--- src/rtl/assert_macros.svh ---
// assertion macros shared by the parser rtl
// each use expects clk and arst_n in scope
`ifndef ASSERT_MACROS_SVH
`define ASSERT_MACROS_SVH

// property checked on every rising edge outside reset
`define MTRP_ASSERT(label, prop, msg) \
	label: assert property (@(posedge clk) disable iff (!arst_n) (prop)) else $error(msg);

// same-cycle implication checked outside reset
`define MTRP_ASSERT_IMPL(label, ante, cons, msg) \
	label: assert property (@(posedge clk) disable iff (!arst_n) (ante) |-> (cons)) else $error(msg);

`endif

--- src/rtl/mtrp_pkg.sv ---
// shared types and codes of the modbus tcp response parser
// no dependencies
package mtrp_pkg;

	localparam int QUEUE_DEPTH_DEF = 4;

	localparam int POS_W = 17;

	// input action codes
	localparam logic [1:0] ACT_ARM     = 2'd0;
	localparam logic [1:0] ACT_BYTE    = 2'd1;
	localparam logic [1:0] ACT_TIMEOUT = 2'd2;

	// result kinds
	localparam logic [1:0] KIND_COIL   = 2'd0;
	localparam logic [1:0] KIND_REG    = 2'd1;
	localparam logic [1:0] KIND_STATUS = 2'd2;

	// final status codes
	localparam logic [3:0] ST_OK          = 4'd0;
	localparam logic [3:0] ST_TID         = 4'd1;
	localparam logic [3:0] ST_PROTOCOL    = 4'd2;
	localparam logic [3:0] ST_LENGTH      = 4'd3;
	localparam logic [3:0] ST_EXCEPTION   = 4'd4;
	localparam logic [3:0] ST_FC          = 4'd5;
	localparam logic [3:0] ST_SHORT_DATA  = 4'd6;
	localparam logic [3:0] ST_INCOMPLETE  = 4'd7;
	localparam logic [3:0] ST_WRITE_SHORT = 4'd8;
	localparam logic [3:0] ST_TRUNCATED   = 4'd9;
	localparam logic [3:0] ST_TIMEOUT     = 4'd10;
	localparam logic [3:0] ST_TOO_SHORT   = 4'd11;

	// function codes of interest
	localparam logic [6:0] FC_READ_COILS  = 7'd1;
	localparam logic [6:0] FC_READ_INPUTS = 7'd2;
	localparam logic [6:0] FC_READ_HOLD   = 7'd3;
	localparam logic [6:0] FC_READ_INREG  = 7'd4;

	// byte positions in the frame
	localparam logic [POS_W-1:0] POS_TID_LO   = 17'd1;
	localparam logic [POS_W-1:0] POS_PROTO_HI = 17'd2;
	localparam logic [POS_W-1:0] POS_PROTO_LO = 17'd3;
	localparam logic [POS_W-1:0] POS_LEN_HI   = 17'd4;
	localparam logic [POS_W-1:0] POS_LEN_LO   = 17'd5;
	localparam logic [POS_W-1:0] POS_FC       = 17'd7;
	localparam logic [POS_W-1:0] POS_COUNT    = 17'd8;
	localparam logic [POS_W-1:0] POS_DATA     = 17'd9;
	localparam logic [POS_W-1:0] MBAP_BYTES   = 17'd6;
	localparam logic [POS_W-1:0] WRITE_MIN    = 17'd12;

	// one queue entry: an optional data result followed by an optional status
	typedef struct packed {
		logic        has_data;
		logic [1:0]  data_kind;
		logic [15:0] value;
		logic [3:0]  bits_valid;
		logic        has_status;
		logic [3:0]  status;
		logic [7:0]  exception_code;
	} mtrp_entry_t;

endpackage

--- src/rtl/mtrp_queue.sv ---
// small result queue between the byte front end and the output back end
// depends on mtrp_pkg
module mtrp_queue import mtrp_pkg::*; #(
	parameter int DEPTH = QUEUE_DEPTH_DEF
) (
	input  logic        clk,
	input  logic        arst_n,
	input  logic        push,
	input  mtrp_entry_t push_entry,
	output logic        full,
	input  logic        pop,
	output mtrp_entry_t head,
	output logic        empty
);
	`include "assert_macros.svh"

	localparam int PTR_W = (DEPTH > 1) ? $clog2(DEPTH) : 1;
	localparam int CNT_W = $clog2(DEPTH + 1);

	mtrp_entry_t             slot_q [DEPTH];
	logic        [PTR_W-1:0] wr_ptr_q;
	logic        [PTR_W-1:0] rd_ptr_q;
	logic        [CNT_W-1:0] count_q;

	assign full  = (count_q == CNT_W'(DEPTH));
	assign empty = (count_q == '0);
	assign head  = slot_q[rd_ptr_q];

	always_ff @(posedge clk) begin
		if (push) begin
			slot_q[wr_ptr_q] <= push_entry;
		end
	end

	always_ff @(posedge clk or negedge arst_n) begin
		if (!arst_n) begin
			wr_ptr_q <= '0;
			rd_ptr_q <= '0;
			count_q  <= '0;
		end else begin
			if (push) begin
				wr_ptr_q <= (wr_ptr_q == PTR_W'(DEPTH - 1)) ? '0 : wr_ptr_q + 1'b1;
			end
			if (pop) begin
				rd_ptr_q <= (rd_ptr_q == PTR_W'(DEPTH - 1)) ? '0 : rd_ptr_q + 1'b1;
			end
			unique case ({push, pop})
				2'b10:   count_q <= count_q + 1'b1;
				2'b01:   count_q <= count_q - 1'b1;
				default: count_q <= count_q;
			endcase
		end
	end

	`MTRP_ASSERT_IMPL(a_no_push_full, push, !full, "queue written while full")
	`MTRP_ASSERT_IMPL(a_no_pop_empty, pop, !empty, "queue read while empty")

endmodule

--- src/rtl/mtrp_front.sv ---
// front end: accepts items, tracks the frame and decides the results of each beat
// depends on mtrp_pkg
module mtrp_front import mtrp_pkg::*; (
	input  logic        clk,
	input  logic        arst_n,
	input  logic        s_tvalid,
	output logic        s_tready,
	input  logic [47:0] s_tdata,   // data_byte, expected_tid, expected_fc, item_count, zero pad
	input  logic [1:0]  s_tuser,   // action
	input  logic        q_full,
	output logic        q_push,
	output mtrp_entry_t q_entry
);

	typedef enum logic [1:0] {
		PH_IDLE   = 2'b01,
		PH_ACTIVE = 2'b10
	} phase_t;

	phase_t             phase_q, phase_n;
	logic [POS_W-1:0]   pos_q, pos_n;
	logic [POS_W-1:0]   flen_q, flen_n;
	logic [15:0]        tid_q, tid_n;
	logic [6:0]         fcw_q, fcw_n;
	logic [15:0]        coils_q, coils_n;
	logic [7:0]         hhb_q, hhb_n;
	logic [7:0]         dbc_q, dbc_n;
	logic [7:0]         fcr_q, fcr_n;
	logic [7:0]         exc_q, exc_n;

	logic               accept;
	logic [7:0]         b;
	logic [15:0]        word;
	logic [POS_W-1:0]   d;
	logic [3:0]         n_coils;
	logic [7:0]         mask;
	logic               fc_ok;
	logic               is_bits;
	logic               is_regs;
	mtrp_entry_t        ent;

	assign s_tready = !q_full;
	assign accept   = s_tvalid && s_tready;
	assign b        = s_tdata[7:0];
	assign word     = {hhb_q, b};
	assign d        = pos_q - POS_DATA;
	assign fc_ok    = !fcr_q[7] && (fcr_q == {1'b0, fcw_q});
	assign is_bits  = (fcw_q == FC_READ_COILS) || (fcw_q == FC_READ_INPUTS);
	assign is_regs  = (fcw_q == FC_READ_HOLD) || (fcw_q == FC_READ_INREG);
	assign n_coils  = (coils_q < 16'd8) ? coils_q[3:0] : 4'd8;

	always_comb begin
		for (int i = 0; i < 8; i++) begin
			mask[i] = (4'(i) < n_coils);
		end
	end

	always_comb begin
		phase_n = phase_q;
		pos_n   = pos_q;
		flen_n  = flen_q;
		tid_n   = tid_q;
		fcw_n   = fcw_q;
		coils_n = coils_q;
		hhb_n   = hhb_q;
		dbc_n   = dbc_q;
		fcr_n   = fcr_q;
		exc_n   = exc_q;
		ent     = '0;
		if (accept) begin
			unique case (s_tuser)
				ACT_ARM: begin
					phase_n = PH_ACTIVE;
					pos_n   = '0;
					flen_n  = '0;
					tid_n   = s_tdata[23:8];
					fcw_n   = s_tdata[30:24];
					coils_n = s_tdata[46:31];
					hhb_n   = '0;
					dbc_n   = '0;
					fcr_n   = '0;
					exc_n   = '0;
				end
				ACT_TIMEOUT: begin
					if (phase_q == PH_ACTIVE) begin
						phase_n        = PH_IDLE;
						ent.has_status = 1'b1;
						if (pos_q == '0) begin
							ent.status = ST_TIMEOUT;
						end else if (pos_q < POS_FC) begin
							ent.status = ST_TOO_SHORT;
						end else begin
							ent.status = ST_TRUNCATED;
						end
					end
				end
				ACT_BYTE: begin
					if (phase_q == PH_ACTIVE) begin
						pos_n = pos_q + 1'b1;
						if (pos_q == '0 || pos_q == POS_PROTO_HI || pos_q == POS_LEN_HI) begin
							hhb_n = b;
						end else if (pos_q == POS_TID_LO) begin
							if (word != tid_q) begin
								phase_n        = PH_IDLE;
								ent.has_status = 1'b1;
								ent.status     = ST_TID;
							end
						end else if (pos_q == POS_PROTO_LO) begin
							if (word != '0) begin
								phase_n        = PH_IDLE;
								ent.has_status = 1'b1;
								ent.status     = ST_PROTOCOL;
							end
						end else if (pos_q == POS_LEN_LO) begin
							if (word < 16'd2) begin
								phase_n        = PH_IDLE;
								ent.has_status = 1'b1;
								ent.status     = ST_LENGTH;
							end else begin
								flen_n = MBAP_BYTES + POS_W'(word);
							end
						end else begin
							if (pos_q == POS_FC) begin
								fcr_n = b;
							end else if (pos_q == POS_COUNT) begin
								if (fcr_q[7]) begin
									exc_n = b;
								end else begin
									dbc_n = b;
								end
							end else if (pos_q >= POS_DATA && fc_ok && d < POS_W'(dbc_q)) begin
								if (is_bits) begin
									if (coils_q != '0) begin
										ent.has_data   = 1'b1;
										ent.data_kind  = KIND_COIL;
										ent.value      = {8'h00, b & mask};
										ent.bits_valid = n_coils;
										coils_n        = coils_q - 16'(n_coils);
									end
								end else if (is_regs) begin
									if (!d[0]) begin
										hhb_n = b;
									end else if (d < POS_W'({dbc_q[7:1], 1'b0})) begin
										ent.has_data  = 1'b1;
										ent.data_kind = KIND_REG;
										ent.value     = word;
									end
								end
							end
							// frame end check uses the values this beat just stored
							if (pos_q >= POS_FC && pos_n == flen_q) begin
								phase_n        = PH_IDLE;
								ent.has_status = 1'b1;
								if (fcr_n[7]) begin
									ent.status         = ST_EXCEPTION;
									ent.exception_code = exc_n;
								end else if (fcr_n != {1'b0, fcw_q}) begin
									ent.status = ST_FC;
								end else if (is_bits || is_regs) begin
									if (flen_q < POS_DATA) begin
										ent.status = ST_SHORT_DATA;
									end else if (flen_q < POS_DATA + POS_W'(dbc_n)) begin
										ent.status = ST_INCOMPLETE;
									end else begin
										ent.status = ST_OK;
									end
								end else begin
									ent.status = (flen_q < WRITE_MIN) ? ST_WRITE_SHORT : ST_OK;
								end
							end
						end
					end
				end
				default: begin
				end
			endcase
		end
	end

	assign q_push  = ent.has_data || ent.has_status;
	assign q_entry = ent;

	always_ff @(posedge clk or negedge arst_n) begin
		if (!arst_n) begin
			phase_q <= PH_IDLE;
			pos_q   <= '0;
			flen_q  <= '0;
			tid_q   <= '0;
			fcw_q   <= '0;
			coils_q <= '0;
			hhb_q   <= '0;
			dbc_q   <= '0;
			fcr_q   <= '0;
			exc_q   <= '0;
		end else begin
			phase_q <= phase_n;
			pos_q   <= pos_n;
			flen_q  <= flen_n;
			tid_q   <= tid_n;
			fcw_q   <= fcw_n;
			coils_q <= coils_n;
			hhb_q   <= hhb_n;
			dbc_q   <= dbc_n;
			fcr_q   <= fcr_n;
			exc_q   <= exc_n;
		end
	end

endmodule

--- src/rtl/mtrp_back.sv ---
// back end: drains queue entries into the output register, one result per beat
// depends on mtrp_pkg
module mtrp_back import mtrp_pkg::*; (
	input  logic        clk,
	input  logic        arst_n,
	input  mtrp_entry_t head,
	input  logic        q_empty,
	output logic        q_pop,
	output logic        m_tvalid,
	input  logic        m_tready,
	output logic [31:0] m_tdata,   // value, bits_valid, status, exception_code
	output logic [1:0]  m_tuser,   // result_kind
	output logic        m_tlast
);
	`include "assert_macros.svh"

	logic        m_tvalid_q;
	logic        sent_q;
	logic [1:0]  kind_q;
	logic [15:0] value_q;
	logic [3:0]  bits_q;
	logic [3:0]  status_q;
	logic [7:0]  exc_q;
	logic        last_q;
	logic        load;
	logic        send_data;

	assign load      = !q_empty && (!m_tvalid_q || m_tready);
	assign send_data = head.has_data && !sent_q;
	// an entry with data and status leaves over two beats
	assign q_pop     = load && (!send_data || !head.has_status);

	always_ff @(posedge clk or negedge arst_n) begin
		if (!arst_n) begin
			m_tvalid_q <= 1'b0;
			sent_q     <= 1'b0;
		end else if (load) begin
			m_tvalid_q <= 1'b1;
			sent_q     <= send_data && head.has_status;
		end else if (m_tready) begin
			m_tvalid_q <= 1'b0;
		end
	end

	always_ff @(posedge clk) begin
		if (load) begin
			if (send_data) begin
				kind_q   <= head.data_kind;
				value_q  <= head.value;
				bits_q   <= head.bits_valid;
				status_q <= ST_OK;
				exc_q    <= '0;
				last_q   <= 1'b0;
			end else begin
				kind_q   <= KIND_STATUS;
				value_q  <= '0;
				bits_q   <= '0;
				status_q <= head.status;
				exc_q    <= head.exception_code;
				last_q   <= 1'b1;
			end
		end
	end

	assign m_tvalid = m_tvalid_q;
	assign m_tdata  = {exc_q, status_q, bits_q, value_q};
	assign m_tuser  = kind_q;
	assign m_tlast  = last_q;

	`MTRP_ASSERT_IMPL(a_sent_has_entry, sent_q, !q_empty && head.has_status,
		"status half of an entry missing")
	`MTRP_ASSERT_IMPL(a_last_is_status, m_tvalid_q, (last_q == (kind_q == KIND_STATUS)),
		"tlast disagrees with result kind")

endmodule

--- src/rtl/modbus_tcp_response_parser_unit.sv ---
// Modbus TCP response parser: arm with the request, feed the response byte by byte
// (action in s_tuser), and read coil groups, register words and one final status
// per transaction. A new item is taken every cycle while the result queue has room;
// an item's results go through the result queue into the output register and leave
// one per cycle while the output is not stalled, so a byte that yields both a data
// result and the final status gives a data beat, then a status beat. The queue
// depth (QUEUE_DEPTH, default 4) sets how long input flows while output stalls.
// depends on mtrp_pkg, mtrp_front, mtrp_queue, mtrp_back
module modbus_tcp_response_parser_unit import mtrp_pkg::*; #(
	parameter int QUEUE_DEPTH = QUEUE_DEPTH_DEF
) (
	input  logic        clk,
	input  logic        arst_n,
	input  logic        s_tvalid,
	output logic        s_tready,
	input  logic [47:0] s_tdata,   // data_byte, expected_tid, expected_fc, item_count, zero pad
	input  logic [1:0]  s_tuser,   // action
	output logic        m_tvalid,
	input  logic        m_tready,
	output logic [31:0] m_tdata,   // value, bits_valid, status, exception_code
	output logic [1:0]  m_tuser,   // result_kind
	output logic        m_tlast
);

	logic        q_push;
	logic        q_full;
	logic        q_pop;
	logic        q_empty;
	mtrp_entry_t q_entry;
	mtrp_entry_t q_head;

	mtrp_front u_front (
		.clk      (clk),
		.arst_n   (arst_n),
		.s_tvalid (s_tvalid),
		.s_tready (s_tready),
		.s_tdata  (s_tdata),
		.s_tuser  (s_tuser),
		.q_full   (q_full),
		.q_push   (q_push),
		.q_entry  (q_entry)
	);

	mtrp_queue #(
		.DEPTH (QUEUE_DEPTH)
	) u_queue (
		.clk        (clk),
		.arst_n     (arst_n),
		.push       (q_push),
		.push_entry (q_entry),
		.full       (q_full),
		.pop        (q_pop),
		.head       (q_head),
		.empty      (q_empty)
	);

	mtrp_back u_back (
		.clk      (clk),
		.arst_n   (arst_n),
		.head     (q_head),
		.q_empty  (q_empty),
		.q_pop    (q_pop),
		.m_tvalid (m_tvalid),
		.m_tready (m_tready),
		.m_tdata  (m_tdata),
		.m_tuser  (m_tuser),
		.m_tlast  (m_tlast)
	);

endmodule

--- config.mk ---
export PLATFORM = sky130hd
export DESIGN_NAME = modbus_tcp_response_parser_unit
export DESIGN_NICKNAME = d
export VERILOG_FILES = /design/src/rtl/mtrp_pkg.sv /design/src/rtl/mtrp_queue.sv /design/src/rtl/mtrp_front.sv /design/src/rtl/mtrp_back.sv /design/src/rtl/modbus_tcp_response_parser_unit.sv
export VERILOG_INCLUDE_DIRS = /design/src /design/src/rtl
export SDC_FILE = /design/constraint.sdc
export NUM_CORES = 1
export LEC_CHECK = 0
export ABC_AREA = 1
export BUFFER_PORTS_ARGS = -buffer_cell sky130_fd_sc_hd__buf_2
export CAP_MARGIN = 20
export CORE_MARGIN = 2
export CORE_UTILIZATION = 62
export DETAILED_ROUTE_END_ITERATION = 8
export GPL_TIMING_DRIVEN = 0
export PLACE_DENSITY = 0.87
export SETUP_SLACK_MARGIN = 0.2
export SLEW_MARGIN = 15
export SYNTH_ARGS = -nofsm -noshare
export SYNTH_HDL_FRONTEND = slang
export SYNTH_SLANG_ARGS = --single-unit
--- constraint.sdc ---
create_clock -name clk -period 5.2 [get_ports clk]
set_input_delay 1.04 -clock clk [delete_from_list [all_inputs] [get_ports clk]]
set_output_delay 1.04 -clock clk [all_outputs]
set_load 0.01 [all_outputs]
==> impl_metrics.json <==
{
  "status": "finished, final reports clean",
  "p_int_mw": 5.298,
  "required_ps": 5560,
  "fp.dieW_um": 162.3,
  "clkPwrFrac_pct": 28.8,
  "ant_nets": 0,
  "cts_tree": "yes",
  "cts_hold_buf": 0,
  "overflow": 0,
  "synth_area_per_cell_um2": 9.102,
  "p_sw_share_pct": 36.47,
  "drv_cap": 0,
  "routedWlPerCell_um": 19.72,
  "synthArstFlopShare_pct": 39.86,
  "synth_top_cell_by_area": "edfxtp_1",
  "max_freq_mhz": 217.7,
  "final-hold-violation-count": 0,
  "fill_cells": 1689,
  "worstPathMaxFanout": 8,
  "clk_pin_slew_ps": 60,
  "crit_top_cell": "nand2_1",
  "power.share.sequential_pct": 38.2,
  "rsz0062_at_grt": "false",
  "mostFrequentLayoutCell": "nand2_1",
  "core_area_um2": 24460,
  "wl_um": 42990,
  "gp_congestion": 0.9744,
  "grt_pass1_vias": 12890,
  "portBuffers": 88,
  "p_switching_mw": 3.042,
  "seq_area_frac_synth_pct": 52.54,
  "clock_path_buffers": 3,
  "cts_buffers": 30,
  "fin_crit_sh_pct": 88.35,
  "period_needed_ps": 4594,
  "viasPerCell": 6.033,
  "hp-class": "primary input to asynchronous set/reset pin",
  "fin_ws_ps": 605.7,
  "syn_to_final_growth_pct": 13.89,
  "setup_viol_count_final": 0,
  "synthCells": 1706,
  "fin_hold_ws_ps": 473.6,
  "drc_errors": 0,
  "grt_antenna_before_repair": 0,
  "synthFlopType": "edfxtp_1",
  "setup.worst_path.end_class": "flop",
  "dp_hpwl_um": 30840,
  "synth_seq_cells": 291,
  "p_total_mw": 8.339,
  "synth_edf_count": 175,
  "preCtsSetupSlack_ps": 574.8,
  "synth.top_cell.area_share_pct": 33.84,
  "tns_ps": 0,
  "drt_iter0_markers": 1578,
  "clock-sinks": 291,
  "p_leak_nw": 7.502,
  "grt_pass1_wl_um": 67610,
  "slew_headroom_pct": 24.03,
  "first_pass_iters": 7,
  "cp_slowest_cell": "dfrtp_2",
  "worst_slew_pin_slew_ps": 1129,
  "grt_max_degree": 64,
  "diodes": 0,
  "start_util_pct": 63.48,
  "ctsHtreeMaxLevel": 1,
  "rows": 57,
  "p_comb_share_pct": 33.0,
  "cts_setup_buffers": 0,
  "dieArea_um2": 26330,
  "finClkSkew_ps": 20.37,
  "synth_area_um2": 15530,
  "syn_nets": 1794,
  "layout_common_cells": "279 x nand2_1, 243 x nor2_1, 181 x inv_1, 175 x edfxtp_1, 138 x o21ai_0",
  "global_route.usage.total_pct": 32.98,
  "synth_cell_type_count": 60,
  "ys_top_cells_by_area": "edfxtp_1 34%, dfrtp_1 19%, nand2_1 6.7%",
  "cpPeakStageDelay_ps": 500,
  "p_per_area_nw_per_um2": 471.5,
  "ioPinCount": 91,
  "worst_setup_path_start_kind": "flop",
  "via_count": 13150,
  "worst_ep_arrival_time_ps": 4960,
  "maxSlewViolCount": 0,
  "worstSetupPathType": "flop to flop",
  "root_buffer": "clkbuf_16",
  "ys_warn_count": 0,
  "ir_drop_mv": 0.3824,
  "drive_gt1_share_pct": 15.30,
  "fin_nets": 1920,
  "die_y_um": 162.3,
  "reg2regPathDepth": 26,
  "clock_latency_ps": 580
}
[metrics by stage]
step / std cells / utilization (%) / instance area (um^2)
global route: 2180 / 72.30 / 17690
detailed placement: 2124 / 67.72 / 16570
finish: 2180 / 72.30 / 17690
floorplan: 1706 / - / 15530
CTS: 2180 / 72.29 / 17680
global placement: 2118 / 66.94 / 16370
[layout make-up]
cell class,instances,area (um^2),share of cell area [%]
plain buffers,64,340.3,1.924
clock buffers,39,824.5,4.662
clock inverters,17,294.0,1.663
inverters,199,757.0,4.280
multi-input cells,1152,6307,35.66
flip-flops and latches,291,8160,46.14
well taps,324,405.4,2.292
repair buffers,94,596.8,3.375
[timing repair]
| item | CTS | global route |
|---|---|---|
| hold endpoints to repair | 0 | 0 |
| gates resized for setup | 0 | 2 |
| setup endpoints to repair | 0 | 4 |
[power groups by stage]
| stage | combinational (mW) | clock (mW) | sequential [mW] |
|---|---|---|---|
| CTS | 2.72 | 2.41 | 3.18 |
| detailed placement | 2.67 | 0 | 3.21 |
| global route | 3.07 | 2.50 | 3.22 |
| global placement | 2.51 | 0 | 3.20 |
| finish | 2.75 | 2.40 | 3.18 |
| floorplan | 1.74 | 0 | 3.23 |
[final timing paths]
kind | start | slack [ps] | endpoint
max | u_front.pos_q[0] | 610 | u_queue.slot_q[3][9]
min | arst_n | 470 | u_front.coils_q[1]
max reg2reg | u_front.pos_q[0] | 610 | u_queue.slot_q[3][9]
min reg2reg | u_front.coils_q[5] | 500 | u_front.coils_q[5]
max in group asynchronous | arst_n | 3960 | u_front.phase_q[0]
min in group clk | u_front.coils_q[5] | 500 | u_front.coils_q[5]
[kinds of logic after synthesis]
| family | after synthesis | share of synthesized area (%) |
|---|---|---|
| AO/OA/AOI/OAI | 304 | 11.22 |
| XOR/XNOR | 47 | 2.788 |
| adder cells (fa/ha/maj) | 34 | 2.788 |
| buffers and inverters | 263 | 7.066 |
| flip-flops | 291 | 52.54 |
| multiplexers | 24 | 1.740 |
| other | 1 | 0.02415 |
| AND/OR/NAND/NOR | 742 | 21.83 |
[worst max-delay path: cells and delay by family (launching register included)]
family,cells,cell delay (ps)
AOI/OAI and AO/OA,5,950
buffers and inverters,2,220
xor gates and xnor gates,1,200
DFF,1,500
and+or+nand+nor,15,1730
adders and majority gates,3,790
[sequential cells by signal (all words and copies together) (netlist names)]
| register | count |
|---|---|
| u_front.tid_q | 16 |
| u_front.fcw_q | 7 |
| u_back.m_tvalid | 1 |
| u_front.phase_q | 2 |
| u_front.fcr_q | 8 |
| u_queue.rd_ptr_q | 2 |
| u_back.m_tlast | 1 |
| u_front.dbc_q | 8 |
| u_back.value_q | 16 |
| u_back.sent_q | 1 |
| u_front.pos_q | 17 |
| u_queue.slot_q | 140 |
| u_back.status_q | 4 |
| u_back.m_tuser | 2 |
| u_back.exc_q | 8 |
| u_back.bits_q | 4 |
| u_queue.count_q | 3 |
| u_front.exc_q | 8 |
| u_front.flen_q | 17 |
| u_front.hhb_q | 8 |
| u_queue.wr_ptr_q | 2 |
| u_front.coils_q | 16 |
[routing by layer]
metal,GRT usage (%),share of wire (%),vias to the layer above
li1,-,-,6014
met1,41.38,37,6193
met2,56.25,49,798
met3,6.691,9.8,147
met4,13.48,4.4,0
met5,0,0,-
[Yosys cell counts (10+ instances only)]
cell / count
xor2_1: 31
nand2_1: 279
o21ai_1: 13
buf_2: 11
xnor2_1: 14
o21ai_2: 12
o211ai_1: 15
edfxtp_1: 175
mux2_2: 19
inv_1: 181
buf_6: 10
nor2_2: 16
o21ai_0: 138
nand2_2: 15
ha_1: 33
nand4_1: 38
o22ai_1: 37
a21oi_1: 64
nor2_1: 243
nand3_1: 84
nor4_1: 10
nor2_4: 10
dfrtp_1: 115
inv_2: 12
clkbuf_1: 38
nor3_1: 19
Power figures use the tool's default switching activity.
